==> src/rtl/dns_question_parser_assert.svh <==
// ----------------------------------------------------------------------------
// DNS question parser assertion macros
// Assertion macros shared by the parser RTL; empty when SYNTHESIS is defined.
// ----------------------------------------------------------------------------
`ifndef DNS_QUESTION_PARSER_ASSERT_SVH
`define DNS_QUESTION_PARSER_ASSERT_SVH

`ifndef SYNTHESIS

// Checked property, disabled while reset is held.
`define DQP_ASSERT(lbl, prop) \
  lbl: assert property (@(posedge clk) disable iff (!rst_n) prop) \
    else $error("dns_question_parser assertion failed");

// Checked property that also holds during reset.
`define DQP_ASSERT_ALWAYS(lbl, prop) \
  lbl: assert property (@(posedge clk) prop) \
    else $error("dns_question_parser assertion failed");

`else

`define DQP_ASSERT(lbl, prop)
`define DQP_ASSERT_ALWAYS(lbl, prop)

`endif

`endif

==> src/rtl/dqp_pkg.sv <==
// ----------------------------------------------------------------------------
// DNS question parser package
// Shared types, result codes and the type and class mapping functions.
// ----------------------------------------------------------------------------
package dqp_pkg;

  // Saturation limit of the question byte count.
  localparam int MAX_QUESTION_BYTES = 511;
  localparam int COUNT_LIMIT_INT    = (MAX_QUESTION_BYTES < 511) ? MAX_QUESTION_BYTES : 511;
  localparam logic [8:0] COUNT_LIMIT = 9'(COUNT_LIMIT_INT);

  // Result kinds.
  localparam logic [1:0] KIND_CHAR = 2'd0;
  localparam logic [1:0] KIND_DOT  = 2'd1;
  localparam logic [1:0] KIND_DONE = 2'd2;

  // Separator character.
  localparam logic [7:0] DOT_CHAR = 8'h2e;

  // Dense query type codes.
  localparam logic [2:0] TYPE_QUERY   = 3'd0;
  localparam logic [2:0] TYPE_IQUERY  = 3'd1;
  localparam logic [2:0] TYPE_STATUS  = 3'd2;
  localparam logic [2:0] TYPE_NOTIFY  = 3'd3;
  localparam logic [2:0] TYPE_UPDATE  = 3'd4;
  localparam logic [2:0] TYPE_UNKNOWN = 3'd5;

  // Dense query class codes.
  localparam logic [2:0] CLASS_INTERNET = 3'd0;
  localparam logic [2:0] CLASS_CSNET    = 3'd1;
  localparam logic [2:0] CLASS_CHAOS    = 3'd2;
  localparam logic [2:0] CLASS_HESIOD   = 3'd3;
  localparam logic [2:0] CLASS_NONE     = 3'd4;
  localparam logic [2:0] CLASS_ALL      = 3'd5;

  // Raw wire values of the type and class fields.
  localparam logic [15:0] RAW_0000 = 16'h0000;
  localparam logic [15:0] RAW_0001 = 16'h0001;
  localparam logic [15:0] RAW_0002 = 16'h0002;
  localparam logic [15:0] RAW_0003 = 16'h0003;
  localparam logic [15:0] RAW_0004 = 16'h0004;
  localparam logic [15:0] RAW_0005 = 16'h0005;
  localparam logic [15:0] RAW_00FE = 16'h00fe;
  localparam logic [15:0] RAW_00FF = 16'h00ff;

  // Parser phase.
  typedef enum logic [2:0] {
    PH_IDLE     = 3'd0,
    PH_NAME     = 3'd1,
    PH_TYPE_HI  = 3'd2,
    PH_TYPE_LO  = 3'd3,
    PH_CLASS_HI = 3'd4,
    PH_CLASS_LO = 3'd5
  } dqp_phase_t;

  // Input transaction payload.
  typedef struct packed {
    logic [7:0] byte_in;
    logic       start_req;
  } dqp_in_t;

  // Result transaction payload.
  typedef struct packed {
    logic [1:0] kind;
    logic [7:0] name_char;
    logic [2:0] query_type_code;
    logic [2:0] query_class_code;
    logic [8:0] question_length;
  } dqp_out_t;

  // Map a raw query type to its dense code.
  function automatic logic [2:0] map_type(input logic [15:0] v);
    logic [2:0] code;
    case (v)
      RAW_0000: code = TYPE_QUERY;
      RAW_0001: code = TYPE_IQUERY;
      RAW_0002: code = TYPE_STATUS;
      RAW_0004: code = TYPE_NOTIFY;
      RAW_0005: code = TYPE_UPDATE;
      default:  code = TYPE_UNKNOWN;
    endcase
    return code;
  endfunction

  // Map a raw query class to its dense code; unknown classes give csnet.
  function automatic logic [2:0] map_class(input logic [15:0] v);
    logic [2:0] code;
    case (v)
      RAW_0001: code = CLASS_INTERNET;
      RAW_0002: code = CLASS_CSNET;
      RAW_0003: code = CLASS_CHAOS;
      RAW_0004: code = CLASS_HESIOD;
      RAW_00FE: code = CLASS_NONE;
      RAW_00FF: code = CLASS_ALL;
      default:  code = CLASS_CSNET;
    endcase
    return code;
  endfunction

endpackage

==> src/rtl/dqp_core.sv <==
// ----------------------------------------------------------------------------
// DNS question parser core
// Parser state and the per-byte next-state and result logic.
// ----------------------------------------------------------------------------
`include "dns_question_parser_assert.svh"

module dqp_core (
  input  logic             clk,
  input  logic             rst_n,
  input  logic             acc,
  input  dqp_pkg::dqp_in_t in_data,
  output logic             res_valid,
  output dqp_pkg::dqp_out_t res
);

  dqp_pkg::dqp_phase_t phase_r, phase_nxt;
  logic [7:0] label_position_r, label_position_nxt;
  logic [7:0] label_length_r, label_length_nxt;
  logic [7:0] type_high_byte_r, type_high_byte_nxt;
  logic [7:0] class_high_byte_r, class_high_byte_nxt;
  logic [8:0] byte_count_r, byte_count_nxt;
  logic [2:0] type_code_r, type_code_nxt;
  logic [8:0] count_inc;

  // Saturating increment of the byte count.
  assign count_inc = (byte_count_r < dqp_pkg::COUNT_LIMIT) ? byte_count_r + 9'd1
                                                            : byte_count_r;

  // State register.
  always_ff @(posedge clk) begin
    if (!rst_n) begin
      phase_r           <= dqp_pkg::PH_IDLE;
      label_position_r  <= '0;
      label_length_r    <= '0;
      type_high_byte_r  <= '0;
      class_high_byte_r <= '0;
      byte_count_r      <= '0;
      type_code_r       <= '0;
    end else begin
      phase_r           <= phase_nxt;
      label_position_r  <= label_position_nxt;
      label_length_r    <= label_length_nxt;
      type_high_byte_r  <= type_high_byte_nxt;
      class_high_byte_r <= class_high_byte_nxt;
      byte_count_r      <= byte_count_nxt;
      type_code_r       <= type_code_nxt;
    end
  end

  // Next state and result for the accepted byte.
  always_comb begin
    phase_nxt           = phase_r;
    label_position_nxt  = label_position_r;
    label_length_nxt    = label_length_r;
    type_high_byte_nxt  = type_high_byte_r;
    class_high_byte_nxt = class_high_byte_r;
    byte_count_nxt      = byte_count_r;
    type_code_nxt       = type_code_r;
    res_valid           = 1'b0;
    res                 = '0;

    if (acc) begin
      if (in_data.start_req) begin
        // A start always opens a new question with this length byte.
        byte_count_nxt      = 9'd1;
        label_position_nxt  = '0;
        label_length_nxt    = in_data.byte_in;
        type_high_byte_nxt  = '0;
        class_high_byte_nxt = '0;
        type_code_nxt       = '0;
        phase_nxt = (in_data.byte_in == 8'd0) ? dqp_pkg::PH_TYPE_HI : dqp_pkg::PH_NAME;
      end else begin
        unique case (phase_r)
          dqp_pkg::PH_IDLE: begin
            // Stray bytes between questions are dropped.
          end
          dqp_pkg::PH_NAME: begin
            byte_count_nxt = count_inc;
            if (in_data.byte_in == 8'd0) begin
              phase_nxt = dqp_pkg::PH_TYPE_HI;
            end else if (label_position_r >= label_length_r) begin
              label_length_nxt   = in_data.byte_in;
              label_position_nxt = '0;
              res_valid          = 1'b1;
              res.kind           = dqp_pkg::KIND_DOT;
              res.name_char      = dqp_pkg::DOT_CHAR;
            end else begin
              label_position_nxt = label_position_r + 8'd1;
              res_valid          = 1'b1;
              res.kind           = dqp_pkg::KIND_CHAR;
              res.name_char      = in_data.byte_in;
            end
          end
          dqp_pkg::PH_TYPE_HI: begin
            byte_count_nxt     = count_inc;
            type_high_byte_nxt = in_data.byte_in;
            phase_nxt          = dqp_pkg::PH_TYPE_LO;
          end
          dqp_pkg::PH_TYPE_LO: begin
            byte_count_nxt = count_inc;
            type_code_nxt  = dqp_pkg::map_type({type_high_byte_r, in_data.byte_in});
            phase_nxt      = dqp_pkg::PH_CLASS_HI;
          end
          dqp_pkg::PH_CLASS_HI: begin
            byte_count_nxt      = count_inc;
            class_high_byte_nxt = in_data.byte_in;
            phase_nxt           = dqp_pkg::PH_CLASS_LO;
          end
          dqp_pkg::PH_CLASS_LO: begin
            byte_count_nxt       = count_inc;
            res_valid            = 1'b1;
            res.kind             = dqp_pkg::KIND_DONE;
            res.query_type_code  = type_code_r;
            res.query_class_code =
              dqp_pkg::map_class({class_high_byte_r, in_data.byte_in});
            res.question_length  = count_inc;
            phase_nxt            = dqp_pkg::PH_IDLE;
          end
          default: begin
            phase_nxt = dqp_pkg::PH_IDLE;
          end
        endcase
      end
    end
  end

  // The byte count never passes its saturation limit.
  `DQP_ASSERT(a_count_limit, byte_count_r <= dqp_pkg::COUNT_LIMIT)
  // A completed question returns the parser to idle.
  `DQP_ASSERT(a_done_idle, res_valid && res.kind == dqp_pkg::KIND_DONE |=> phase_r == dqp_pkg::PH_IDLE)
  // Name characters and dots come only from a non-start byte in the name.
  `DQP_ASSERT(a_name_src, res_valid && res.kind != dqp_pkg::KIND_DONE |-> phase_r == dqp_pkg::PH_NAME && !in_data.start_req)

endmodule

==> src/rtl/dns_question_parser.sv <==
// ----------------------------------------------------------------------------
// DNS question parser
// Streams a DNS question byte by byte and reports name text and codes.
// ----------------------------------------------------------------------------
// One byte is accepted per clock cycle, back to back, and any result it causes
// appears in the output register on the next cycle. The only throttle is that
// output register: in_ready falls only while a result is held and out_ready is
// low. Name bytes give character results, later length bytes give dots, and
// the last class byte gives the completion result with type, class and length.
`include "dns_question_parser_assert.svh"

module dns_question_parser (
  input  logic              clk,
  input  logic              rst_n,
  input  logic              in_valid,
  output logic              in_ready,
  input  dqp_pkg::dqp_in_t  in_data,
  output logic              out_valid,
  input  logic              out_ready,
  output dqp_pkg::dqp_out_t out_data
);

  logic              in_acc;
  logic              res_valid;
  dqp_pkg::dqp_out_t res;
  logic              out_valid_r, out_valid_nxt;
  dqp_pkg::dqp_out_t out_data_r;

  // A new transaction enters whenever the output register is free or draining.
  assign in_ready = !out_valid_r || out_ready;
  assign in_acc   = in_valid && in_ready;

  dqp_core u_core (
    .clk      (clk),
    .rst_n    (rst_n),
    .acc      (in_acc),
    .in_data  (in_data),
    .res_valid(res_valid),
    .res      (res)
  );

  // Output register valid flag.
  always_comb begin
    out_valid_nxt = out_valid_r;
    if (in_acc) begin
      out_valid_nxt = res_valid;
    end else if (out_ready) begin
      out_valid_nxt = 1'b0;
    end
  end

  always_ff @(posedge clk) begin
    if (!rst_n) begin
      out_valid_r <= 1'b0;
    end else begin
      out_valid_r <= out_valid_nxt;
    end
  end

  // Output register payload.
  always_ff @(posedge clk) begin
    if (in_acc && res_valid) begin
      out_data_r <= res;
    end
  end

  assign out_valid = out_valid_r;
  assign out_data  = out_data_r;

  // A completed question always covers at least length byte, type and class.
  `DQP_ASSERT(a_done_len, out_valid && out_data.kind == dqp_pkg::KIND_DONE |-> out_data.question_length >= 9'd5)
  // An empty output register never blocks the input.
  `DQP_ASSERT(a_ready_free, !out_valid_r |-> in_ready)

endmodule
==> config.mk <==
export PLATFORM = sky130hd
export DESIGN_NAME = dns_question_parser
export DESIGN_NICKNAME = d
export VERILOG_FILES = /design/src/rtl/dqp_pkg.sv /design/src/rtl/dqp_core.sv /design/src/rtl/dns_question_parser.sv
export VERILOG_INCLUDE_DIRS = /design/src /design/src/rtl
export SDC_FILE = /design/constraint.sdc
export NUM_CORES = 1
export LEC_CHECK = 0
export ABC_AREA = 1
export BUFFER_PORTS_ARGS = -buffer_cell sky130_fd_sc_hd__buf_2
export CAP_MARGIN = 20
export CORE_UTILIZATION = 53
export DETAILED_ROUTE_END_ITERATION = 7
export GPL_ROUTABILITY_DRIVEN = 0
export PLACE_DENSITY = 0.77
export SETUP_SLACK_MARGIN = 0.1
export SLEW_MARGIN = 20
export SYNTH_ARGS = -nofsm -noshare
export SYNTH_HDL_FRONTEND = slang
export SYNTH_HIERARCHICAL = 1
export SYNTH_SLANG_ARGS = --single-unit
==> constraint.sdc <==
create_clock -name clk -period 2.4 [get_ports clk]
set_input_delay 0.12 -clock clk [delete_from_list [all_inputs] [get_ports clk]]
set_output_delay 0.12 -clock clk [all_outputs]
set_load 0.01 [all_outputs]
# Word-level counts from Yosys, hierarchy flattened
# Cells that the tools add are included.
# word_totals
ff_bits	73
in_bits	13
elab_cells	96
# classes
muxes	32
order_cmp	2
reduce_logical	26
bitwise_logic	3
add_sub_neg	2
n_eq_ne	17
# op_table
cell	count
2-to-1 mux 8 bit	12
equality test 16 x 3 -> 1 bit (second input constant)	3
one-hot mux 3 bit (5 select lines)	3
2-to-1 mux 9 bit	4
equality test 16 x 1 -> 1 bit (second input constant)	2
equality test 16 x 2 -> 1 bit (second input constant)	2
equality test 16 x 8 -> 1 bit (second input constant)	2
zero test 16 bit	1
nonzero test 2 bit	7
2-to-1 mux 3 bit	4
2-to-1 mux 10 bit	1
OR reduction 5 bit	2
adder 9 x 1 -> 9 bit (second input constant)	1
< comparator 9 bit (second input constant)	1
adder 8 x 1 -> 8 bit (second input constant)	1
greater-or-equal comparator 8 bit	1
zero test 8 bit	1
AND reduction 2 bit	4
equality test 3 x 2 -> 1 bit (second input constant)	2
equality test 3 bit (second input constant)	2
AND reduction 3 bit	2
2-to-1 mux 1 bit	5
inequality test 2 bit (second input constant)	2
one-hot mux 2 bit (2 select lines)	1
other kinds (13)	16

# Longest topological paths before layout
# depth
depth_word	6
depth_mapped	12
mapped_depth_nobuf	12

# By module
# Netlist, hierarchy kept.
# modules_own_cells
mod	seq_area_each_um2	area_per_inst_um2	instances	cells_each
dqp_core	940.9	2842.7	1	437
dns_question_parser	770.7	822.0	1	36

# Least setup slack after synthesis
# Ideal clock, no wire load.
# synth_timing
kind	register -> register
startpoint	register out_valid_r (netlist: out_valid)
endpoint	register out_data_r, in the netlist out_data[0], enable pin
t_arrival_ns	2.102
stages_incl_launch_ff	10
path_buffers	0
path_slack_ns	-0.105
path_cell_list	dfxtp_1 nand2_2 inv_2 nor2_1 inv_1 nor2_1 nand2_1 a21oi_1 inv_1 nor3_2
# synth_via
elab_chain_len	5
# synth_rtl
element	line_no	text
start: declaration	dns_question_parser.sv:26	logic out_valid_r, out_valid_nxt;
start signal: assignment	dns_question_parser.sv:56	out_valid_r <= out_valid_nxt;
zero test 1 bit	dns_question_parser.sv:30	assign in_ready = !out_valid_r || out_ready;
logical OR 1 bit	dns_question_parser.sv:30	
via in_ready	dns_question_parser.sv:16	output logic in_ready,
logical AND 1 bit	dns_question_parser.sv:31	assign in_acc = in_valid && in_ready;
via in_acc	dns_question_parser.sv:23	logic in_acc;
2-to-1 mux 1 bit	dqp_core.sv:62	if (acc) begin
via res_valid	dns_question_parser.sv:24	logic res_valid;
logical AND 1 bit	dns_question_parser.sv:62	if (in_acc && res_valid) begin
end signal: assignment	dns_question_parser.sv:63	out_data_r <= res;
end: declaration	dns_question_parser.sv:27	dqp_pkg::dqp_out_t out_data_r;
# The timed path passes the listed nets, and every way through them passes these cells.
# A chain may end at the register's enable or synchronous reset.

# Worst setup path after layout
# layout_timing
startpoint	register out_valid_r (netlist: out_valid)
endpoint	register out_data_r, in the netlist out_data[9], enable pin
# layout_via
elab_chain_len	5
# layout_rtl
element	line_no
zero test 1 bit	dns_question_parser.sv:30
logical OR 1 bit	dns_question_parser.sv:30
logical AND 1 bit	dns_question_parser.sv:31
via in_acc	dns_question_parser.sv:23
2-to-1 mux 1 bit	dqp_core.sv:62
via res_valid	dns_question_parser.sv:24
logical AND 1 bit	dns_question_parser.sv:62
# The timed path passes the listed nets, and every way through them passes these cells.

==> flow_summary.ini <==
[run_status]
outcome = finished clean

[power_and_ir_drop]
ir_worst_vdd_mv = 0.362
power.total_w = 0.00258
p_leak_nw = 1.65
p_per_area_nw_per_um2 = 629

[floorplanning]
fp.dieW_um = 85.2
ioPinCount = 40
floorplan.rows = 29
start_util = 0.564
core_area_um2 = 6490
die_h_um = 85.2
dieArea_um2 = 7250

[global_routing]
grt_pass1_vias = 2842
gr-total-overflow = 0
antenna_found_initial = 0
gr-usage-all-layers = 0.225
grt_first_pass_wirelength_um = 12600
grt_max_degree = 27

[sta]
rsz0062_at_grt = false
clock_skew_ps = 13.9
min_period_ps = 2000
hold-worst-slack_ps = 114
slew_headroom = 0.537
hold_viol = 0
fmax_ghz = 0.501
tightest_slew_ps = 694
tns_ps = 0
slew_viol_final = 0
setup_viol = 0
min_period_over_period = 0.832

[cells_and_area]
n_fill_cell = 572
stdcell_count = 596
layout-drive-gt1-share = 0.164
diodes = 0
area_growth_pct = 12.0
final_nets = 537

[yosys]
synth-main-ff-cell = dfxtp_1
synth_edf_count = 25
synthTopCellsByCount = nand2_1 (96), nor2_1 (71), inv_1 (53), dfxtp_1 (48), a21oi_1 (47)
yosysWarnings = 6
ys_seq_area_frac = 0.467
synth_area_leader_cell = dfxtp_1
syn_area_per_cell_um2 = 7.75
syn_nets = 496
ys_ff_latch = 73
synth_top_area_frac = 0.262
syn_area_um2 = 3660
ys_types = 38
synth.area.top_cells = dfxtp_1 (26%), edfxtp_1 (20%), nand2_1 (9.8%)
synth.most_common_cell = nand2_1
syn_inst = 473
async_flop_share = 0

[routing]
viasPerCell = 5.28
wl_um = 7640
vias = 3146
wl_per_cell_um = 12.8
detail-route-antenna-nets = 0
first_pass_iters = 5
drc = 0
drtIter0Drc = 293

[clocking]
cts-root-buf = clkbuf_8
clk_pin_slew_ps = 80
cts_resized = 0
cts_buffer_depth = 2
htree_levels = 3
cts_tree = yes
postCtsSetupRepairBufs = 0
clock_latency_ps = 360
cts_sinks = 73
holdBufCountCts = 0
numCtsBuffers = 9

[critical_path]
cp-end-kind = flop
start_kind = flop
critPathRequiredTime_ps = 2440
critPathLaunch = out_valid$_SDFFE_PN0P_
rr_startpoint = out_valid$_SDFFE_PN0P_
crit_fanout = 25
crit_arrival_ps = 2040
critical_path_class = reg2reg

[run]
cap_violations = 0

[worst_hold_path]
hp-class = in2reg
hold_path.startpoint = out_ready

[placed_design]
dpl.hpwl_um = 5460
place_inst = 580
port_buffers = 39
worst max-delay path, stage by stage, from the launching register on:
cell,delay [ps]
dfxtp_1,330
nand2_2,90
inv_2,50
nor2_1,150
inv_1,100
nor2_1,120
nand2_1,80
a21oi_1,160
inv_1,110
nor3_4,170
buf_4,310
state kept, by name, summed over array words and instances, names as in the netlist:
signal / cells
out_data: 25
u_core/byte_count_r: 9
u_core/class_high_byte_r: 8
u_core/label_length_r: 8
u_core/label_position_r: 8
u_core/type_high_byte_r: 8
u_core/phase_r: 3
u_core/type_code_r: 3
out_valid: 1
metal layers:
layer	vias up	share of wire	GRT usage
met5	-	0	0
met4	0	0.023	0.103
met3	20	0.060	0.0603
met2	101	0.42	0.341
met1	1400	0.49	0.302
li1	1625	-	-
placed cells by master (no fill, tap or decap), types with 5 or more instances in the layout:
cell type | netlist | routed
edfxtp_1 | 25 | 25
inv_2 | 5 | 5
dfxtp_1 | 48 | 48
clkbuf_8 | 0 | 9
nand3_1 | 26 | 26
a21oi_1 | 47 | 47
nand2_1 | 96 | 96
nor3_1 | 10 | 10
o21ai_0 | 18 | 18
nand4_1 | 10 | 10
nor2_1 | 71 | 71
inv_1 | 53 | 53
ha_1 | 10 | 10
buf_2 | 4 | 39
report_power, final:
group          switching (W)  internal [W]
Clock               0.000517      0.000392
Combinational       0.000229      0.000107
Sequential         0.0000247       0.00131
Total               0.000771       0.00181
stage by stage:
step / utilization / area, um2 / setup WS [ps]
floorplan: - / 3670 / 236
global placement: 0.604 / 3920 / 514
detailed placement: 0.604 / 3920 / 434
CTS: 0.632 / 4100 / 412
global route: 0.632 / 4100 / 211
finish: 0.632 / 4100 / 403
cells by family (layout without fill, tap and decap cells):
kind of cell,count (synthesis),after routing,share of synthesized area
buffers and inverters,73,119,0.0857
AO/OA/AOI/OAI,78,78,0.114
adder cells (fa/ha/maj),10,10,0.0341
XOR/XNOR,6,6,0.0143
flip-flops,73,73,0.467
AND/OR/NAND/NOR,233,233,0.285
cell type report:
type	count	area, um2	share of cell area
clock buffers	9	124	0.0302
clock inverters	7	60.1	0.0146
inverters	60	241	0.0588
multi-input cells	327	1650	0.401
flip-flops and latches	73	1710	0.417
well taps	77	96.3	0.0235
repair buffers	43	225	0.0549
final timing paths:
path | endpoint | slack (ps) | cells after the start
worst max-delay path | out_data[9]$_DFFE_PP_ | 400 | 10
worst min-delay path | out_valid$_SDFFE_PN0P_ | 110 | 6
worst max register to register | out_data[9]$_DFFE_PP_ | 400 | 10
worst min register to register | u_core/type_high_byte_r[1]$_SDFFE_PN0P_ | 470 | 2
Power figures use the tool's default switching activity.
